**config.mk**
```make
export PLATFORM = sky130hd
export DESIGN_NAME = ple_cell
export DESIGN_NICKNAME = d
export VERILOG_FILES = /design/src/hw/rtl/ple_pkg.sv /design/src/hw/rtl/ple_cell.sv
export SDC_FILE = /design/constraint.sdc
export NUM_CORES = 1
export LEC_CHECK = 0
export BUFFER_PORTS_ARGS = -buffer_cell sky130_fd_sc_hd__buf_2
export CAP_MARGIN = 5
export CORE_ASPECT_RATIO = 1.4
export CORE_MARGIN = 2
export CORE_UTILIZATION = 39
export DETAILED_ROUTE_END_ITERATION = 16
export HOLD_SLACK_MARGIN = 0.02
export PLACE_DENSITY = 0.84
export SLEW_MARGIN = 40
export SYNTH_ARGS = -nofsm -noshare
export SYNTH_HDL_FRONTEND = slang
export SYNTH_SLANG_ARGS = --single-unit
```
**constraint.sdc**
```tcl
create_clock -name clk -period 5.14 [get_ports clk]
set_input_delay 1.028 -clock clk [delete_from_list [all_inputs] [get_ports clk]]
set_output_delay 1.028 -clock clk [all_outputs]
set_load 0.05 [all_outputs]
```
**src/hw/rtl/ple_pkg.sv**
```systemverilog
`default_nettype none

package ple_pkg;

    localparam int PLE_DEPTH_DEF = 64;
    localparam int POS_W         = 7;
    localparam int WORD_W        = 32;
    localparam int COUNT_W       = 7;

    typedef enum logic [2:0] {
        OP_PUSH   = 3'd0,
        OP_POP    = 3'd1,
        OP_INSERT = 3'd2,
        OP_ERASE  = 3'd3,
        OP_READ   = 3'd4,
        OP_FRONT  = 3'd5,
        OP_BACK   = 3'd6,
        OP_CLEAR  = 3'd7
    } opcode_t;

    typedef enum logic [1:0] {
        ST_OK    = 2'd0,
        ST_RANGE = 2'd1,
        ST_FULL  = 2'd2
    } status_t;

    // what one cell does in a cycle
    typedef enum logic [1:0] {
        CELL_HOLD,
        CELL_WRITE,
        CELL_INSERT,
        CELL_ERASE
    } cell_op_t;

    typedef struct packed {
        opcode_t                   opcode;
        logic [POS_W-1:0]          position;
        logic signed [WORD_W-1:0]  value;
    } req_item_t;

    typedef struct packed {
        logic signed [WORD_W-1:0]  read_value;
        status_t                   status;
        logic [COUNT_W-1:0]        count;
    } rsp_item_t;

endpackage

`default_nettype wire

```
**src/hw/rtl/ple_cell.sv**
```systemverilog
`default_nettype none

module ple_cell import ple_pkg::*; #(
    parameter int IDX   = 0,
    parameter int IDX_W = 6
) (
    input  wire logic                     clk,
    input  wire cell_op_t                 op,
    input  wire logic [IDX_W-1:0]         sel_idx,
    input  wire logic signed [WORD_W-1:0] value,
    input  wire logic signed [WORD_W-1:0] prev_data,
    input  wire logic signed [WORD_W-1:0] next_data,
    output logic signed [WORD_W-1:0]      data,
    output logic signed [WORD_W-1:0]      rd_data
);

    localparam logic [IDX_W-1:0] MY_IDX = IDX_W'(IDX);

    logic signed [WORD_W-1:0] data_reg;
    logic signed [WORD_W-1:0] data_next;
    logic                     hit;
    logic                     above;

    assign hit   = (sel_idx == MY_IDX);
    assign above = (MY_IDX > sel_idx);

    always_comb
    begin
        data_next = data_reg;
        unique case (op)
            CELL_WRITE:
            begin
                if (hit)
                    data_next = value;
            end
            CELL_INSERT:
            begin
                if (hit)
                    data_next = value;
                else if (above)
                    data_next = prev_data;   // shift up
            end
            CELL_ERASE:
            begin
                if (hit || above)
                    data_next = next_data;   // shift down
            end
            default:
                data_next = data_reg;
        endcase
    end

    always_ff @(posedge clk)
    begin
        data_reg <= data_next;
    end

    assign data    = data_reg;
    assign rd_data = hit ? data_reg : '0;

endmodule

`default_nettype wire

```
==> results of run 1 <==
==> metal layers <==
layer,global-route usage,share of wire,vias up
met5,0,0,-
met4,0.0747,0.015,0
met3,0.0350,0.067,9
met2,0.398,0.56,106
met1,0.209,0.35,1030
li1,-,-,1076
==> stage by stage <==
stage / cell area [µm²] / std cells / util
finish: 3030 / 450 / 0.592
CTS: 3030 / 450 / 0.592
global route: 3030 / 450 / 0.592
global placement: 2890 / 441 / 0.565
detailed placement: 2920 / 442 / 0.571
floorplan: 2060 / 222 / -
==> where the power goes <==
group,internal (µW),total [µW],switching (µW)
clock,144,237,93.0
combinational,81.1,274,193
sequential,332,347,15.8
==> worst max-delay path by stage <==
stage / start / to / slack, ns / cells past startpoint
floorplan: sel_idx[0] / data[0] / 1.09 / 4
global placement: sel_idx[0] / rd_data[7] / 1.52 / 6
detailed placement: sel_idx[0] / rd_data[4] / 1.46 / 6
CTS: sel_idx[0] / rd_data[4] / 1.46 / 6
global route: sel_idx[0] / rd_data[0] / 1.36 / 6
finish: sel_idx[0] / rd_data[4] / 1.45 / 6
==> final cells by class <==
type                       instances  area [µm²]  area share
inverter                          35         131      0.0434
tap                               66        82.6      0.0273
sequential                        32         961       0.317
clock inverter                     2        35.0      0.0116
clock buffer                       6        72.6      0.0239
timing repair buffer             172         891       0.294
multi-input combinational        137         857       0.283
==> placed cells by master (no fill, tap or decap), types with 2 or more instances in the layout <==
master      n
clkbuf_8    5
buf_2     168
buf_4       3
o221ai_2    3
nand2_1    64
edfxtp_1   32
ha_1        2
and2_1     32
inv_1      35
o221ai_1   29
==> cells by family after synthesis <==
kind of cell,count (synthesis),synth area share
AO/OA/AOI/OAI,34,0.154
buffers and inverters,53,0.129
adder cells (fa/ha/maj),3,0.0183
flip-flops,32,0.467
AND/OR/NAND/NOR,100,0.231
==> impl_metrics.yaml, run 1 <==
run_status:
  status: "complete, no violations"
clocking:
  cts_setup_buffers: 0
  cts_tree: "yes"
  cts_root_buf: "clkbuf_8"
  cts-buffers-inserted: 5
  clk_pin_slew_ns: 0.07
  ctsResizeCount: 0
  cts.sinks: 32
  postCtsHoldBufs: 0
  clockBufferDepth: 2
  htree_levels: 2
yosys:
  yosysTopAreaCellShare: 0.467
  yosysSeqAreaShare: 0.467
  synth-edff-count: 32
  ys_async_sr_fraction: 0
  yosysMostFrequentCell: "nand2_1"
  syn-cell-area_mm2: 0.00206
  avgSynthCellArea_um2: 9.27
  synth_nets: 330
  synth.area.top_cells: "edfxtp_1, o221ai_1, nand2_1"
  synth_top_cells_by_count: "nand2_1, inv_1, and2_1, edfxtp_1, o221ai_1"
  synthCells: 222
  ys_types: 17
  synth-seq-cells: 32
  synth_top_area_cell: "edfxtp_1"
  synthFlopType: "edfxtp_1"
  yosys_warnings: 0
critical_path:
  required_ns: 4.11
  cp-end-kind: "output port"
  crit_path_max_fanout: 40
  worstPathCellList: "buf_2, or4_4, nor3_4, buf_4, and2_1, buf_2"
  critPathArrivalTime_ns: 2.66
  max_stage_delay_ns: 0.54
  critPathLaunchType: "input port"
  crit_slowest_cell: "or4_4"
  cp_top_family: "simple AND/OR/NAND/NOR gates"
  path_buf_inv: 3
  path_class: "input port to output port"
  cpMostUsedCell: "buf_2"
global_route:
  grt_max_degree: 41
  grt_pass1_vias: 2169
  grt_pass1_wl_mm: 9.47
  grt_use_total: 0.205
  grt-ovfl-total: 0
  antenna_found_initial: 0
finish:
  largest_reg_flops: 32
  final_nets: 491
  areaGrowthSynthToFinish_pct: 47.3
  antenna_cells: 0
  n_fill_cell: 470
  drive_gt1_frac: 0.487
sta:
  relSlewSlack: 0.540
  final.period_utilization: 0.718
  fin_setup_tns_ns: 0
  hold_viol: 0
  worst_pin_slew_ns: 0.690
  report.final.slew_viol_count: 0
  clock.fmax_ghz: 0.271
  rsz0062_at_grt: "no"
  fin_crit_ns: 3.69
  worst_slack_ns: 1.45
  setup_viol: 0
  whs_ns: 1.02
route:
  postRouteAntennaNets: 0
  vias_per_cell: 4.94
  post_drt_wl_per_cell_um: 13.3
  wl_mm: 6.01
  vias: 2221
  drc: 0
  drtIter0Drc: 67
  drtPass1Iterations: 4
floorplan:
  die_y_um: 89.9
  die_w_um: 65.4
  fp-row-count: 31
  start_util: 0.402
  ios: 169
  core_area_mm2: 0.00512
  dieArea_mm2: 0.00588
placed_design:
  place_ws_ns: 1.46
  hpwl_mm: 4.54
  portBuffers: 168
  gp_congestion: 0.857
hold_path:
  hold_class: "input port to flip-flop"
  hold_depth: 3
  min_from: "next_data[4]"
  min_to: "data[4]"
job:
  maxCapViolCount: 0
power_and_ir_drop:
  powerDensity_mw_per_mm2: 283
  ir_drop_v: 0.000176
  p_leak_uw: 0.00155
  finalPower_uw: 858
Power figures use the tool's default switching activity.
==> inputs of run 2 (changes only) <==
==> constraint.sdc (replaced) <==
create_clock -name clk -period 3.8 [get_ports clk]
set_input_delay 0.76 -clock clk [delete_from_list [all_inputs] [get_ports clk]]
set_output_delay 0.76 -clock clk [all_outputs]
set_load 0.05 [all_outputs]
==> run 2 against run 1 <==
  * Cell area is 1.3% lower
  * Wire length is 3.4% lower
  * Global-route usage is 0.54 points lower
  * Via count is 1.1% lower
  * Hold slack worse by 0.26 ns
  * Critical path depth stayed put
  * Final cell count is 0.22% lower
  * Combinational power is 33% higher
  * Sequential power is 35% higher
  * Sequential share of layout area is 0.42 points higher
  * Highest routed layer unchanged
==> impl_metrics.yaml, run 2 (synthesis gave the netlist of run 1 again) <==
run_status:
  status: "complete, no violations"
floorplan:
  start_util: 0.402
  die_w_um: 65.4
  fp-row-count: 31
  die_y_um: 89.9
  dieArea_mm2: 0.00588
  core_area_mm2: 0.00512
  ios: 169
sta:
  report.final.slew_viol_count: 0
  whs_ns: 0.761
  relSlewSlack: 0.560
  setup_viol: 0
  clock.fmax_ghz: 0.317
  fin_crit_ns: 3.15
  final.period_utilization: 0.829
  worst_pin_slew_ns: 0.660
  hold_viol: 0
  fin_setup_tns_ns: 0
  rsz0062_at_grt: "no"
job:
  maxCapViolCount: 0
power_and_ir_drop:
  p_clk_frac: 0.222
  p_sw_frac: 0.367
  p_sw_uw: 393
  powerDensity_mw_per_mm2: 358
  finalPower_uw: 1070
  p_leak_uw: 0.00154
  p_seq_frac: 0.438
  p_comb_frac: 0.340
  ir_drop_v: 0.000175
  p_int_uw: 679
clocking:
  htree_levels: 2
  clockBufferDepth: 2
  postCtsHoldBufs: 0
  cts-buffers-inserted: 5
  cts_root_buf: "clkbuf_8"
  clk_pin_slew_ns: 0.06
  cts_tree: "yes"
  cts.sinks: 32
  cts_setup_buffers: 0
  ctsResizeCount: 0
route:
  wl_mm: 5.80
  drtPass1Iterations: 4
  drtIter0Drc: 50
  drc: 0
  post_drt_wl_per_cell_um: 12.9
  vias: 2196
  postRouteAntennaNets: 0
  vias_per_cell: 4.89
finish:
  areaGrowthSynthToFinish_pct: 45.4
  drive_gt1_frac: 0.483
  antenna_cells: 0
  seq_area_um2: 961
  n_fill_cell: 467
  largest_reg_flops: 32
  mostFrequentLayoutCells: "buf_2, nand2_1, inv_1, and2_1, edfxtp_1"
  final_nets: 491
  multiInputGateArea_um2: 855
  final_common_cell: "buf_2"
global_route:
  grt_use_total: 0.200
  grt-ovfl-total: 0
  grt_max_degree: 63
  antenna_found_initial: 0
  grt_pass1_wl_mm: 9.22
  grt_pass1_vias: 2192
critical_path:
  worstPathCellList: "buf_2, or4_4, nor3_4, buf_12, and2_1, buf_2"
  critPathArrivalTime_ns: 2.39
  crit_path_max_fanout: 62
  crit_slowest_cell: "or4_4"
  required_ns: 3.04
  path_class: "input port to output port"
  max_stage_delay_ns: 0.55
  cp-end-kind: "output port"
  critPathLaunchType: "input port"
  cpMostUsedCell: "buf_2"
placed_design:
  hpwl_mm: 4.38
  portBuffers: 168
  gp_congestion: 0.872
hold_path:
  min_from: "next_data[0]"
  hold_depth: 3
  hold_class: "input port to flip-flop"
  min_to: "data[0]"
run 2: cell types whose count changed in the layout (fill, tap and decap cells not counted), sizes merged:
cell and delta:
bufinv -1
run 2: layout make-up:
| cell class | instances | share of cell area |
|---|---|---|
| clock buffers | 6 | 0.0243 |
| multi-input cells | 137 | 0.286 |
| inverters | 35 | 0.0439 |
| flip-flops and latches | 32 | 0.321 |
| repair buffers | 172 | 0.295 |
| clock inverters | 1 | 0.00167 |
| well taps | 66 | 0.0276 |
run 2: through the flow:
| step | setup slack (ns) | instance area, µm² | util | std cells |
|---|---|---|---|---|
| 4_1_cts | 0.659 | 2990 | 0.584 | 449 |
| 3_3_place_gp | 0.743 | 2910 | 0.569 | 442 |
| 3_5_place_dp | 0.661 | 2910 | 0.569 | 442 |
| 6_report | 0.650 | 2990 | 0.584 | 449 |
| 2_1_floorplan | 0.0218 | 2060 | - | 222 |
| 5_1_grt | 0.605 | 2990 | 0.584 | 449 |
run 2: critical path, delay by kind of cell:
| family | cells | cell delay (ns) |
|---|---|---|
| buffers and inverters | 3 | 0.64 |
| and+or+nand+nor | 3 | 0.95 |
run 2: worst max path at each step:
stage,cells past startpoint,startpoint,to
global route,6,sel_idx[0],rd_data[7]
finish,6,sel_idx[0],rd_data[31]
CTS,6,sel_idx[0],rd_data[31]
detailed placement,6,sel_idx[0],rd_data[31]
floorplan,4,sel_idx[0],data[0]
global placement,6,sel_idx[0],rd_data[28]
run 2: routing by layer:
| layer | vias up | GRT usage | part of all wire |
|---|---|---|---|
| li1 | 1074 | - | - |
| met1 | 999 | 0.199 | 0.35 |
| met2 | 108 | 0.386 | 0.56 |
| met3 | 15 | 0.0338 | 0.067 |
| met4 | 0 | 0.0868 | 0.024 |
| met5 | - | 0 | 0 |
run 2: power groups by stage:
stage                     logic, µW  clock network [µW]  registers (µW)
after global placement          362                   0             477
after CTS                       367                 246             470
after floorplan                89.4                   0             637
after global routing            388                 264             474
after detailed placement        367                   0             476
final                           364                 238             469
==> inputs of run 3 (changes only) <==
==> constraint.sdc (replaced) <==
create_clock -name clk -period 3 [get_ports clk]
set_input_delay 0.6 -clock clk [delete_from_list [all_inputs] [get_ports clk]]
set_output_delay 0.6 -clock clk [all_outputs]
set_load 0.05 [all_outputs]
==> run 3 against run 2 <==
  * Power rose by 28%
  * First-iteration DRC count rose to 2.7 times the previous value
  * Cell area rose by 1.1%
  * Final cell count rose by 0.67%
  * Utilization rose by 0.64 points
  * Clock power rose by 30%
  * Hold slack got worse by 0.16 ns
  * Die area did not move
  * Combinational power rose by 28%
  * Via count fell by 1.3%
  * Worst setup slack got worse by 0.39 ns
  * Sequential power rose by 27%
==> impl_metrics.yaml, run 3 (synthesis gave the netlist of run 1 again) <==
run_status:
  status: "complete, no violations"
floorplan:
  start_util: 0.402
  ios: 169
  fp-row-count: 31
  die_w_um: 65.4
  dieArea_mm2: 0.00588
  core_area_mm2: 0.00512
  die_y_um: 89.9
power_and_ir_drop:
  powerDensity_mw_per_mm2: 453
  p_leak_uw: 0.00155
  ir_drop_v: 0.000232
critical_path:
  max_stage_delay_ns: 0.54
  critPathArrivalTime_ns: 2.14
  path_class: "input port to output port"
  critPathLaunchType: "input port"
  crit_slowest_cell: "or4_4"
  worstPathCellList: "buf_2, or4_4, nor3_4, buf_12, and2_1, buf_2"
  cp-end-kind: "output port"
  path_buf_inv: 3
  cp_top_family: "simple AND/OR/NAND/NOR gates"
  required_ns: 2.40
  cpMostUsedCell: "buf_2"
  crit_path_max_fanout: 65
sta:
  relSlewSlack: 0.554
  worst_pin_slew_ns: 0.669
  setup_viol: 0
  hold_viol: 0
  clock.fmax_ghz: 0.365
  rsz0062_at_grt: "no"
  report.final.slew_viol_count: 0
  fin_setup_tns_ns: 0
  worst_slack_ns: 0.259
  final.period_utilization: 0.914
  fin_crit_ns: 2.74
finish:
  drive_gt1_frac: 0.482
  final_util: 0.590
  n_fill_cell: 472
  largest_reg_flops: 32
  areaGrowthSynthToFinish_pct: 47.0
  final_common_cell: "buf_2"
  final_nets: 493
  mostFrequentLayoutCells: "buf_2, nand2_1, inv_1, and2_1, edfxtp_1"
  antenna_cells: 0
hold_path:
  hold_class: "input port to flip-flop"
placed_design:
  portBuffers: 168
  gp_congestion: 0.813
  place_ws_ns: 0.272
  hpwl_mm: 4.64
clocking:
  cts-buffers-inserted: 5
  cts_root_buf: "clkbuf_8"
  clockBufferDepth: 2
  cts.sinks: 32
  cts_tree: "yes"
  ctsResizeCount: 0
  clk_pin_slew_ns: 0.06
  htree_levels: 2
  cts_setup_buffers: 0
  postCtsHoldBufs: 0
route:
  vias: 2168
  post_drt_wl_per_cell_um: 13.3
  drtPass1Iterations: 4
  drtIter0Drc: 137
  wl_mm: 6.01
  drc: 0
  postRouteAntennaNets: 0
  vias_per_cell: 4.80
global_route:
  grt-ovfl-total: 0
  antenna_found_initial: 0
  grt_use_total: 0.204
  grt_max_degree: 66
  grt_pass1_wl_mm: 9.45
  grt_pass1_vias: 2106
job:
  maxCapViolCount: 0
==> run 3: metal layers <==
layer  track usage  up-vias  wire, µm
met1         0.213      971      2080
met2         0.384      104      3330
met5             0        -         0
met3        0.0338       15       451
met4        0.0903        0       152
li1              -     1078         -
==> run 3: final timing paths <==
path,start,to,cells past startpoint
setup / recovery,sel_idx[0],rd_data[13],6
hold / removal,next_data[24],data[24],3
==> run 3: tightest hold or removal path, stage by stage <==
cell	delay (ns)
buf_2	0.07
nand2_1	0.04
o221ai_1	0.05
==> run 3: layout make-up <==
| class | count | area, µm² | area share |
|---|---|---|---|
| Inverter | 35 | 131 | 0.0435 |
| Multi-Input combinational cell | 137 | 855 | 0.283 |
| Sequential cell | 32 | 961 | 0.318 |
| Tap cell | 66 | 82.6 | 0.0273 |
| Clock buffer | 7 | 76.3 | 0.0252 |
| Timing Repair Buffer | 174 | 913 | 0.302 |
| Clock inverter | 1 | 3.75 | 0.00124 |
==> run 3: where the power goes <==
group | switching, µW | internal, µW
Combinational | 329 | 136
Sequential | 28.0 | 568
Clock | 147 | 161
Total | 505 | 866
==> run 3: through the flow <==
step | total power (µW) | hold WS (ns) | area [µm²] | std cells
finish | 1370 | 0.605 | 3020 | 452
global route | 1430 | 0.604 | 3020 | 452
CTS | 1380 | 0.592 | 3020 | 452
detailed placement | 1070 | 0.882 | 2940 | 444
global placement | 1060 | 0.880 | 2940 | 444
floorplan | 920 | 0.794 | 2060 | 222
